===== src/sv/proportional_word_wrap_assert.svh =====
// ----------------------------------------------------------------------------
// proportional word wrap assertion macros
// shared property wrappers, clocked on clk and held off during reset
// ----------------------------------------------------------------------------
`ifndef PROPORTIONAL_WORD_WRAP_ASSERT_SVH
`define PROPORTIONAL_WORD_WRAP_ASSERT_SVH

// same-cycle implication
`define PWW_ASSERT_NOW(lbl, ante, cons) \
	lbl: assert property (@(posedge clk) disable iff (!arst_n) (ante) |-> (cons)) \
		else $error("pww assertion failed");

// next-cycle implication
`define PWW_ASSERT_NEXT(lbl, ante, cons) \
	lbl: assert property (@(posedge clk) disable iff (!arst_n) (ante) |=> (cons)) \
		else $error("pww assertion failed");

`endif


===== src/sv/pww_pkg.sv =====
// ----------------------------------------------------------------------------
// pww_pkg
// shared types and constants of the proportional word wrap block
// ----------------------------------------------------------------------------
package pww_pkg;

	localparam int GLYPH_COUNT  = 256;
	localparam int GLYPH_AW     = $clog2(GLYPH_COUNT);
	localparam int INDEX_BITS   = 16;
	localparam int ADVANCE_BITS = 8;
	localparam int WIDTH_BITS   = 16;
	localparam int RUN_BITS     = WIDTH_BITS + 1;
	localparam int FQ_DEPTH     = 4;
	localparam int FQ_AW        = $clog2(FQ_DEPTH);
	localparam int OQ_DEPTH     = 4;
	localparam int OQ_AW        = $clog2(OQ_DEPTH);

	localparam logic [7:0] SPACE_CODE = 8'h20;

	typedef enum logic {
		OP_LOAD = 1'b0,
		OP_CHAR = 1'b1
	} op_t;

	typedef enum logic [1:0] {
		KIND_BREAK = 2'd0,
		KIND_DONE  = 2'd1,
		KIND_ERROR = 2'd2
	} kind_t;

	typedef logic [ADVANCE_BITS-1:0] adv_t;
	typedef logic [INDEX_BITS-1:0]   idx_t;
	typedef logic [RUN_BITS-1:0]     run_t;

	// classified input word
	typedef struct packed {
		op_t        op;
		logic       in_range;
		logic       is_space;
		logic [7:0] glyph;
		logic [7:0] advance;
		logic       last;
	} item_t;

	// one result word
	typedef struct packed {
		kind_t       kind;
		logic [15:0] break_index;
		logic [15:0] line_total;
		logic        is_last;
	} res_t;

endpackage


===== src/sv/pww_front.sv =====
// ----------------------------------------------------------------------------
// pww_front
// accepts input words, classifies them and holds them in a short queue
// ----------------------------------------------------------------------------
module pww_front import pww_pkg::*; (
	input  logic        clk,
	input  logic        arst_n,
	input  logic        s_axis_tvalid,
	output logic        s_axis_tready,
	input  logic [15:0] s_axis_tdata,   // glyph, advance
	input  logic        s_axis_tuser,   // op
	input  logic        s_axis_tlast,
	output logic        head_valid,
	output item_t       head,
	input  logic        head_pop
);

	item_t             fq_q [FQ_DEPTH];
	logic [FQ_AW-1:0]  wr_q;
	logic [FQ_AW-1:0]  rd_q;
	logic [FQ_AW:0]    cnt_q;
	logic              push;
	item_t             cls;

	assign s_axis_tready = (cnt_q != (FQ_AW+1)'(FQ_DEPTH));
	assign push          = s_axis_tvalid && s_axis_tready;
	assign head_valid    = (cnt_q != '0);
	assign head          = fq_q[rd_q];

	always_comb begin
		cls.op       = op_t'(s_axis_tuser);
		cls.glyph    = s_axis_tdata[7:0];
		cls.advance  = s_axis_tdata[15:8];
		cls.last     = s_axis_tlast;
		cls.is_space = (s_axis_tdata[7:0] == SPACE_CODE);
		cls.in_range = ({1'b0, s_axis_tdata[7:0]} < 9'(GLYPH_COUNT));
	end

	always_ff @(posedge clk) begin
		if (push) begin
			fq_q[wr_q] <= cls;
		end
	end

	always_ff @(posedge clk or negedge arst_n) begin
		if (!arst_n) begin
			wr_q  <= '0;
			rd_q  <= '0;
			cnt_q <= '0;
		end else begin
			if (push) begin
				wr_q <= wr_q + 1'b1;
			end
			if (head_pop) begin
				rd_q <= rd_q + 1'b1;
			end
			case ({push, head_pop})
				2'b10:   cnt_q <= cnt_q + 1'b1;
				2'b01:   cnt_q <= cnt_q - 1'b1;
				default: cnt_q <= cnt_q;
			endcase
		end
	end

endmodule


===== src/sv/pww_back.sv =====
// ----------------------------------------------------------------------------
// pww_back
// advance table, line state and result queue
// ----------------------------------------------------------------------------
`include "proportional_word_wrap_assert.svh"

module pww_back import pww_pkg::*; (
	input  logic                  clk,
	input  logic                  arst_n,
	input  logic [WIDTH_BITS-1:0] line_width,
	input  logic                  head_valid,
	input  item_t                 head,
	output logic                  head_pop,
	output logic                  m_axis_tvalid,
	input  logic                  m_axis_tready,
	output logic [31:0]           m_axis_tdata,   // break_index, line_total
	output logic [1:0]            m_axis_tuser,   // kind
	output logic                  m_axis_tlast
);

	adv_t              mem [GLYPH_COUNT];
	logic              vld_q [GLYPH_COUNT];
	logic [GLYPH_AW-1:0] addr;

	item_t             item_s2;
	adv_t              rd_s2;
	logic              vld_s2;
	logic              valid_s2;
	logic              fire_s2;
	logic              adv_en;

	run_t              run_q;
	idx_t              sidx_q;
	run_t              wts_q;
	logic              seen_q;
	idx_t              char_q;
	idx_t              lc_q;
	logic              err_q;

	run_t              run_d;
	idx_t              sidx_d;
	run_t              wts_d;
	logic              seen_d;
	idx_t              char_d;
	idx_t              lc_d;
	logic              err_d;
	res_t              res0;
	res_t              res1;
	logic [1:0]        nres;

	res_t              oq_q [OQ_DEPTH];
	logic [OQ_AW-1:0]  oq_wr_q;
	logic [OQ_AW-1:0]  oq_rd_q;
	logic [OQ_AW:0]    oq_cnt_q;
	logic              oq_pop;

	assign addr     = head.glyph[GLYPH_AW-1:0];
	assign fire_s2  = valid_s2 && (oq_cnt_q <= (OQ_AW+1)'(OQ_DEPTH - 2));
	assign adv_en   = !valid_s2 || fire_s2;
	assign head_pop = head_valid && adv_en;

	// table write and read
	always_ff @(posedge clk) begin
		if (head_pop) begin
			if (head.op == OP_LOAD && head.in_range) begin
				mem[addr] <= ADVANCE_BITS'(head.advance);
			end
			rd_s2   <= mem[addr];
			vld_s2  <= vld_q[addr];
			item_s2 <= head;
		end
	end

	always_ff @(posedge clk or negedge arst_n) begin
		if (!arst_n) begin
			for (int i = 0; i < GLYPH_COUNT; i++) begin
				vld_q[i] <= 1'b0;
			end
			valid_s2 <= 1'b0;
		end else begin
			if (head_pop && head.op == OP_LOAD && head.in_range) begin
				vld_q[addr] <= 1'b1;
			end
			if (adv_en) begin
				valid_s2 <= head_valid;
			end
		end
	end

	// line state update
	always_comb begin
		run_t adv;
		run_t rw;
		run_t rw2;
		run_t lw;
		idx_t idx;
		logic fail;
		logic at_cur;
		logic clr;

		adv    = (vld_s2 && item_s2.in_range) ? RUN_BITS'(rd_s2) : '0;
		lw     = RUN_BITS'(line_width);
		idx    = char_q;
		rw     = run_q + adv;
		rw2    = '0;
		fail   = 1'b0;
		at_cur = 1'b0;
		clr    = 1'b0;

		run_d  = run_q;
		sidx_d = sidx_q;
		wts_d  = wts_q;
		seen_d = seen_q;
		char_d = char_q;
		lc_d   = lc_q;
		err_d  = err_q;
		nres   = 2'd0;
		res0   = '{kind: KIND_BREAK, break_index: '0, line_total: '0, is_last: 1'b0};
		res1   = res0;

		if (item_s2.op == OP_CHAR) begin
			if (err_q) begin
				clr = item_s2.last;
			end else begin
				char_d = idx + 1'b1;
				run_d  = rw;
				if (item_s2.is_space && rw <= lw) begin
					seen_d = 1'b1;
					sidx_d = idx;
					wts_d  = rw;
				end
				if (rw >= lw) begin
					if (seen_d) begin
						at_cur = (sidx_d == idx);
						if (lc_q != '1) begin
							lc_d = lc_q + 1'b1;
						end
						res0.kind        = KIND_BREAK;
						res0.break_index = 16'(sidx_d);
						res0.line_total  = 16'(lc_d);
						nres             = 2'd1;
						rw2    = rw - wts_d;
						run_d  = rw2;
						seen_d = 1'b0;
						wts_d  = '0;
						if (!at_cur && rw2 >= lw) begin
							if (item_s2.is_space && rw2 == lw) begin
								seen_d = 1'b1;
								sidx_d = idx;
								wts_d  = rw2;
							end else begin
								fail = 1'b1;
							end
						end
					end else begin
						fail = 1'b1;
					end
				end
				if (fail || item_s2.last) begin
					if (nres == 2'd1) begin
						res1.kind        = fail ? KIND_ERROR : KIND_DONE;
						res1.break_index = '0;
						res1.line_total  = 16'(lc_d);
						nres             = 2'd2;
					end else begin
						res0.kind        = fail ? KIND_ERROR : KIND_DONE;
						res0.break_index = '0;
						res0.line_total  = 16'(lc_d);
						nres             = 2'd1;
					end
					if (item_s2.last) begin
						clr = 1'b1;
					end else begin
						err_d = 1'b1;
					end
				end
				res0.is_last = (nres == 2'd1);
				res1.is_last = (nres == 2'd2);
			end
		end

		if (clr) begin
			run_d  = '0;
			sidx_d = '0;
			wts_d  = '0;
			seen_d = 1'b0;
			char_d = '0;
			lc_d   = idx_t'(1);
			err_d  = 1'b0;
		end
	end

	always_ff @(posedge clk or negedge arst_n) begin
		if (!arst_n) begin
			run_q  <= '0;
			sidx_q <= '0;
			wts_q  <= '0;
			seen_q <= 1'b0;
			char_q <= '0;
			lc_q   <= idx_t'(1);
			err_q  <= 1'b0;
		end else if (fire_s2) begin
			run_q  <= run_d;
			sidx_q <= sidx_d;
			wts_q  <= wts_d;
			seen_q <= seen_d;
			char_q <= char_d;
			lc_q   <= lc_d;
			err_q  <= err_d;
		end
	end

	// result queue
	assign m_axis_tvalid = (oq_cnt_q != '0);
	assign oq_pop        = m_axis_tvalid && m_axis_tready;
	assign m_axis_tdata  = {oq_q[oq_rd_q].line_total, oq_q[oq_rd_q].break_index};
	assign m_axis_tuser  = oq_q[oq_rd_q].kind;
	assign m_axis_tlast  = oq_q[oq_rd_q].is_last;

	always_ff @(posedge clk) begin
		if (fire_s2 && nres != 2'd0) begin
			oq_q[oq_wr_q] <= res0;
		end
		if (fire_s2 && nres == 2'd2) begin
			oq_q[oq_wr_q + 1'b1] <= res1;
		end
	end

	always_ff @(posedge clk or negedge arst_n) begin
		if (!arst_n) begin
			oq_wr_q  <= '0;
			oq_rd_q  <= '0;
			oq_cnt_q <= '0;
		end else begin
			if (fire_s2) begin
				oq_wr_q <= oq_wr_q + OQ_AW'(nres);
			end
			if (oq_pop) begin
				oq_rd_q <= oq_rd_q + 1'b1;
			end
			oq_cnt_q <= oq_cnt_q + (fire_s2 ? (OQ_AW+1)'(nres) : '0)
				- (OQ_AW+1)'(oq_pop);
		end
	end

	`PWW_ASSERT_NOW(a_oq_bound, 1'b1, oq_cnt_q <= (OQ_AW+1)'(OQ_DEPTH))
	`PWW_ASSERT_NOW(a_lc_nonzero, 1'b1, lc_q != '0)
	`PWW_ASSERT_NOW(a_err_no_cand, err_q, !seen_q)
	`PWW_ASSERT_NEXT(a_two_res_room, fire_s2 && nres == 2'd2, oq_cnt_q >= (OQ_AW+1)'(2))

endmodule


===== src/sv/proportional_word_wrap.sv =====
// ----------------------------------------------------------------------------
// proportional_word_wrap
// greedy word wrap over a loadable table of glyph advance widths
//
// channel   dir  tdata                         tuser  tlast
// s_axis    in   glyph[7:0], advance[15:8]     op     last_char
// m_axis    out  break_index[15:0],            kind   is_last
//                line_total[31:16]
// config    in   line_width_wdata, written when line_width_we is high
//
// one word per cycle while the result queue has room for two; the line state
// update (add, compare, subtract, compare) in the back stage sets this figure
// words that give two results write both into the result queue together
// words pass from the input queue via the back stage into the result queue
// reset clears the advance table at once through per-entry valid bits
// a four-entry queue on each side lets input and output stall on their own
// ----------------------------------------------------------------------------
module proportional_word_wrap import pww_pkg::*; (
	input  logic        clk,
	input  logic        arst_n,
	input  logic        line_width_we,
	input  logic [15:0] line_width_wdata,
	input  logic        s_axis_tvalid,
	output logic        s_axis_tready,
	input  logic [15:0] s_axis_tdata,   // glyph, advance
	input  logic        s_axis_tuser,   // op
	input  logic        s_axis_tlast,   // last_char
	output logic        m_axis_tvalid,
	input  logic        m_axis_tready,
	output logic [31:0] m_axis_tdata,   // break_index, line_total
	output logic [1:0]  m_axis_tuser,   // kind
	output logic        m_axis_tlast    // is_last
);

	logic [WIDTH_BITS-1:0] line_width_q;
	logic                  head_valid;
	item_t                 head;
	logic                  head_pop;

	always_ff @(posedge clk or negedge arst_n) begin
		if (!arst_n) begin
			line_width_q <= '0;
		end else if (line_width_we) begin
			line_width_q <= line_width_wdata;
		end
	end

	pww_front u_front (
		.clk           (clk),
		.arst_n        (arst_n),
		.s_axis_tvalid (s_axis_tvalid),
		.s_axis_tready (s_axis_tready),
		.s_axis_tdata  (s_axis_tdata),
		.s_axis_tuser  (s_axis_tuser),
		.s_axis_tlast  (s_axis_tlast),
		.head_valid    (head_valid),
		.head          (head),
		.head_pop      (head_pop)
	);

	pww_back u_back (
		.clk           (clk),
		.arst_n        (arst_n),
		.line_width    (line_width_q),
		.head_valid    (head_valid),
		.head          (head),
		.head_pop      (head_pop),
		.m_axis_tvalid (m_axis_tvalid),
		.m_axis_tready (m_axis_tready),
		.m_axis_tdata  (m_axis_tdata),
		.m_axis_tuser  (m_axis_tuser),
		.m_axis_tlast  (m_axis_tlast)
	);

endmodule

===== config.mk =====
export PLATFORM = sky130hd
export DESIGN_NAME = proportional_word_wrap
export DESIGN_NICKNAME = d
export VERILOG_FILES = /design/src/sv/pww_pkg.sv /design/src/sv/pww_front.sv /design/src/sv/pww_back.sv /design/src/sv/proportional_word_wrap.sv
export VERILOG_INCLUDE_DIRS = /design/src /design/src/sv
export SDC_FILE = /design/constraint.sdc
export NUM_CORES = 2
export LEC_CHECK = 0
export BUFFER_PORTS_ARGS = -buffer_cell sky130_fd_sc_hd__buf_4
export CAP_MARGIN = 20
export CORE_UTILIZATION = 36
export CTS_CLUSTER_SIZE = 14
export DETAILED_ROUTE_END_ITERATION = 16
export GPL_TIMING_DRIVEN = 0
export SLEW_MARGIN = 40
export SYNTH_ARGS = -nofsm -noshare
export SYNTH_HDL_FRONTEND = slang
export SYNTH_HIERARCHICAL = 1
export SYNTH_SLANG_ARGS = --single-unit

===== constraint.sdc =====
create_clock -name clk -period 13 [get_ports clk]
set_input_delay 2.6 -clock clk [delete_from_list [all_inputs] [get_ports clk]]
set_output_delay 2.6 -clock clk [all_outputs]
set_load 0.02 [all_outputs]

==> results.sh <==
export IMPL_worstSetupStartpoint="u_back/item_s2[18]$_DFFE_PP_"
export IMPL_fin_ws_ns=0.628
export IMPL_grt_pass1_vias=58700
export IMPL_power_density_nw_per_um2=278
export IMPL_period_share_pct=95.2
export IMPL_die_area_um2=300000
export IMPL_final_util_pct=42.5
export IMPL_crit_required_ns=13.55
export IMPL_track_usage_pct=24.4
export IMPL_synth_top_area_share_pct=62.0
export IMPL_synth_most_common_cell="edfxtp_1"
export IMPL_synth_cells=5506
export IMPL_crit_fanout=10
export IMPL_clk_pin_slew_ns=0.06
export IMPL_synthToLayoutAreaGrowth_pct=17.0
export IMPL_crit_arrival_ns=12.92
export IMPL_nets=6079
export IMPL_clkSinkCount=2648
export IMPL_path_delay_family="compound AO/OA/AOI/OAI gates"
export IMPL_netlist_area_um2=107000
export IMPL_routed_wl_mm=370
export IMPL_max_freq_mhz=80.8
export IMPL_async_flop_share_pct=14.0
export IMPL_dp_hpwl_mm=246
export IMPL_grt_pass1_wl_mm=499
export IMPL_hold_path_class="flip-flop to flip-flop"
export IMPL_path_buf_inv=7
export IMPL_cts_buffer_depth=4
export IMPL_coreArea_um2=295000
export IMPL_cts_hold_repair_buffers=0
export IMPL_antenna_found_initial=24
export IMPL_ys_seq_area_share_pct=71.9
export IMPL_avgSynthCellArea_um2=19.5
export IMPL_pwr_share_comb_pct=44.6
export IMPL_gp_congestion=0.947
export IMPL_critPathCapture="u_back/oq_q[2][10]$_DFFE_PP_"
export IMPL_ys_warn_count=6
export IMPL_reg2reg_slack_ns=0.63
export IMPL_seqPwrFrac_pct=31.7
export IMPL_total_power_mw=34.8
export IMPL_switching_share_pct=39.9
export IMPL_htreeDepth=5
export IMPL_pre_cts_ws_ns=-0.389
export IMPL_p_leak_nw=42.7
export IMPL_gr_total_overflow=0
export IMPL_drv_slew=0
export IMPL_timing_rr_start="u_back/item_s2[18]$_DFFE_PP_"
export IMPL_crit_cells=48
export IMPL_row_count=199
export IMPL_post_route_drc_count=0
export IMPL_critical_path_most_common_cell="ha_1"
export IMPL_cts_root_buf="clkbuf_16"
export IMPL_status="completed"
export IMPL_drtIter0Drc=9193
export IMPL_min_period_ns=12.37
export IMPL_vias_per_cell=6.02
export IMPL_synth_distinct_cells=94
export IMPL_min_delay_start="u_back/vld_q[97]$_DFFE_PN0P_"
export IMPL_crit_slowest_cell="o31ai_4"
export IMPL_die_y_um=547
export IMPL_setup_tns_final_ns=0
export IMPL_ioPinCount=76
export IMPL_wl_per_cell_um=36.5
export IMPL_syn_nets=5617
export IMPL_endpoint_kind="flip-flop"
export IMPL_rr_worst_depth=48
export IMPL_p_clk_share_pct=23.7
export IMPL_worst_pin_slew_ns=0.960
export IMPL_clk_latency_ns=0.88
export IMPL_grt_max_degree=74
export IMPL_drt_pre_antenna_iters=7
export IMPL_cts_tree="yes"
export IMPL_synth_area_top_cells="edfxtp_1 62%, mux4_2 17%, dfrtp_1 8.6%"
export IMPL_hold_viol_final=0
export IMPL_setup_viol=0
export IMPL_ir_drop_v=0.000217
export IMPL_numCtsBuffers=290
export IMPL_drv_cap=0
export IMPL_yosys_area_top_type="edfxtp_1"
export IMPL_start_util_pct=36.3
export IMPL_p_sw_mw=13.9
export IMPL_drive_gt1_share_pct=35.5
export IMPL_synth_edf_count=2213
export IMPL_reg2reg_to="u_back/oq_q[2][10]$_DFFE_PP_"
export IMPL_fin_skew_ns=0.0764
export IMPL_p_int_mw=20.9
export IMPL_crit_path_start_kind="flip-flop"
export IMPL_synth_seq_cells=2648
export IMPL_io_buffers=74
export IMPL_ys_top_cells_by_count="2,213 x edfxtp_1, 790 x mux4_2, 371 x nor2_1, 370 x dfrtp_1, 260 x or2_2"
export IMPL_die_x_um=547
export IMPL_whs_ns=0.460
export IMPL_vias=61000
export IMPL_rsz0062_at_grt="false"
export IMPL_slew_headroom_pct=36.0
export IMPL_antenna_left=0
export IMPL_cpPeakStageDelay_ns=0.55
export IMPL_synth_flop_cell="edfxtp_1"
export IMPL_worstSetupPathType="flip-flop to flip-flop"
## power by group through the flow
stage / sequential (mW) / clock (mW) / combinational [mW]
global route: 11.1 / 8.67 / 15.6
CTS: 11.0 / 8.34 / 15.0
global placement: 11.5 / 0 / 13.9
finish: 11.0 / 8.25 / 15.5
floorplan: 11.3 / 0 / 7.33
detailed placement: 11.2 / 0 / 15.0
## stage by stage
stage	instance area, um2	instances
floorplan	107000	5506
global placement	113000	9499
detailed placement	116000	9589
CTS	125000	10100
global route	125000	10100
finish	125000	10100
## final cells by class
| cell class | count | area [um2] |
|---|---|---|
| fill | 25600 | 169000 |
| antenna | 13 | 32.5 |
| buffer | 308 | 1660 |
| sequential | 2648 | 77000 |
| multi-input combinational | 2497 | 29300 |
| timing repair buffer | 170 | 2770 |
| inverter | 53 | 209 |
| clock buffer | 393 | 8070 |
| clock inverter | 133 | 1400 |
| tap | 3919 | 4900 |
## worst min-delay path by stage
stage	to	slack (ns)	cells after the start
after floorplan	u_back/vld_q[101]$_DFFE_PN0P_	0.43	1
after global placement	u_back/vld_q[13]$_DFFE_PN0P_	0.44	1
after detailed placement	u_back/vld_q[137]$_DFFE_PN0P_	0.45	1
after CTS	u_back/vld_q[114]$_DFFE_PN0P_	0.46	1
after global routing	u_back/vld_q[31]$_DFFE_PN0P_	0.47	1
final	u_back/vld_q[97]$_DFFE_PN0P_	0.46	1
## layer usage
metal  up-vias  global-route usage (%)  share of wire [%]
met4         8                    11.7                5.5
met3       796                    7.09                 12
met2      4038                    37.3                 45
met1     32900                    32.1                 37
li1      23300                       -                  -
met5         -                   0.174              0.019
## registers in the layout, indices dropped and copies added (netlist names), 3 cells and up
name	cells
u_back/oq_q	140
u_back/sidx_q	16
line_width_q	16
u_back/vld_q	256
u_back/oq_cnt_q	3
u_back/char_q	16
u_back/lc_q	16
u_back/wts_q	17
u_front/cnt_q	3
u_back/item_s2	4
u_front/fq_q	76
u_back/rd_s2	8
u_back/run_q	17
u_back/mem	2048
## cells by family (layout without fill, tap and decap cells)
family	Yosys count	in the layout	synth area share, %
adder cells (fa/ha/maj)	72	72	0.869
flip-flops	2648	2648	71.9
multiplexers	875	875	17.5
other	1	14	0.00350
AO/OA/AOI/OAI	473	473	2.97
buffers and inverters	361	1057	1.57
XOR/XNOR	72	72	0.589
AND/OR/NAND/NOR	1004	1004	4.62
## placed cells by master (no fill, tap or decap), types with 94 or more instances in the layout
cell	instances
nor2_1	110
mux4_2	782
buf_2	100
clkbuf_1	155
clkbuf_16	298
o21ai_0	114
dfrtp_1	370
or2_2	260
nand2_1	145
edfxtp_1	2213
buf_4	118
a21oi_1	94
nor2_2	237
## repair_timing
action                                 4_1_cts  5_1_grt
pin swaps                                    0        1
setup buffers                                0        3
setup endpoints to repair                   76      131
resized for setup                            6       27
endpoints found under the hold margin        0        0
gates cloned                                 0        0
Note: power is estimated with default switching activity, not from simulation.
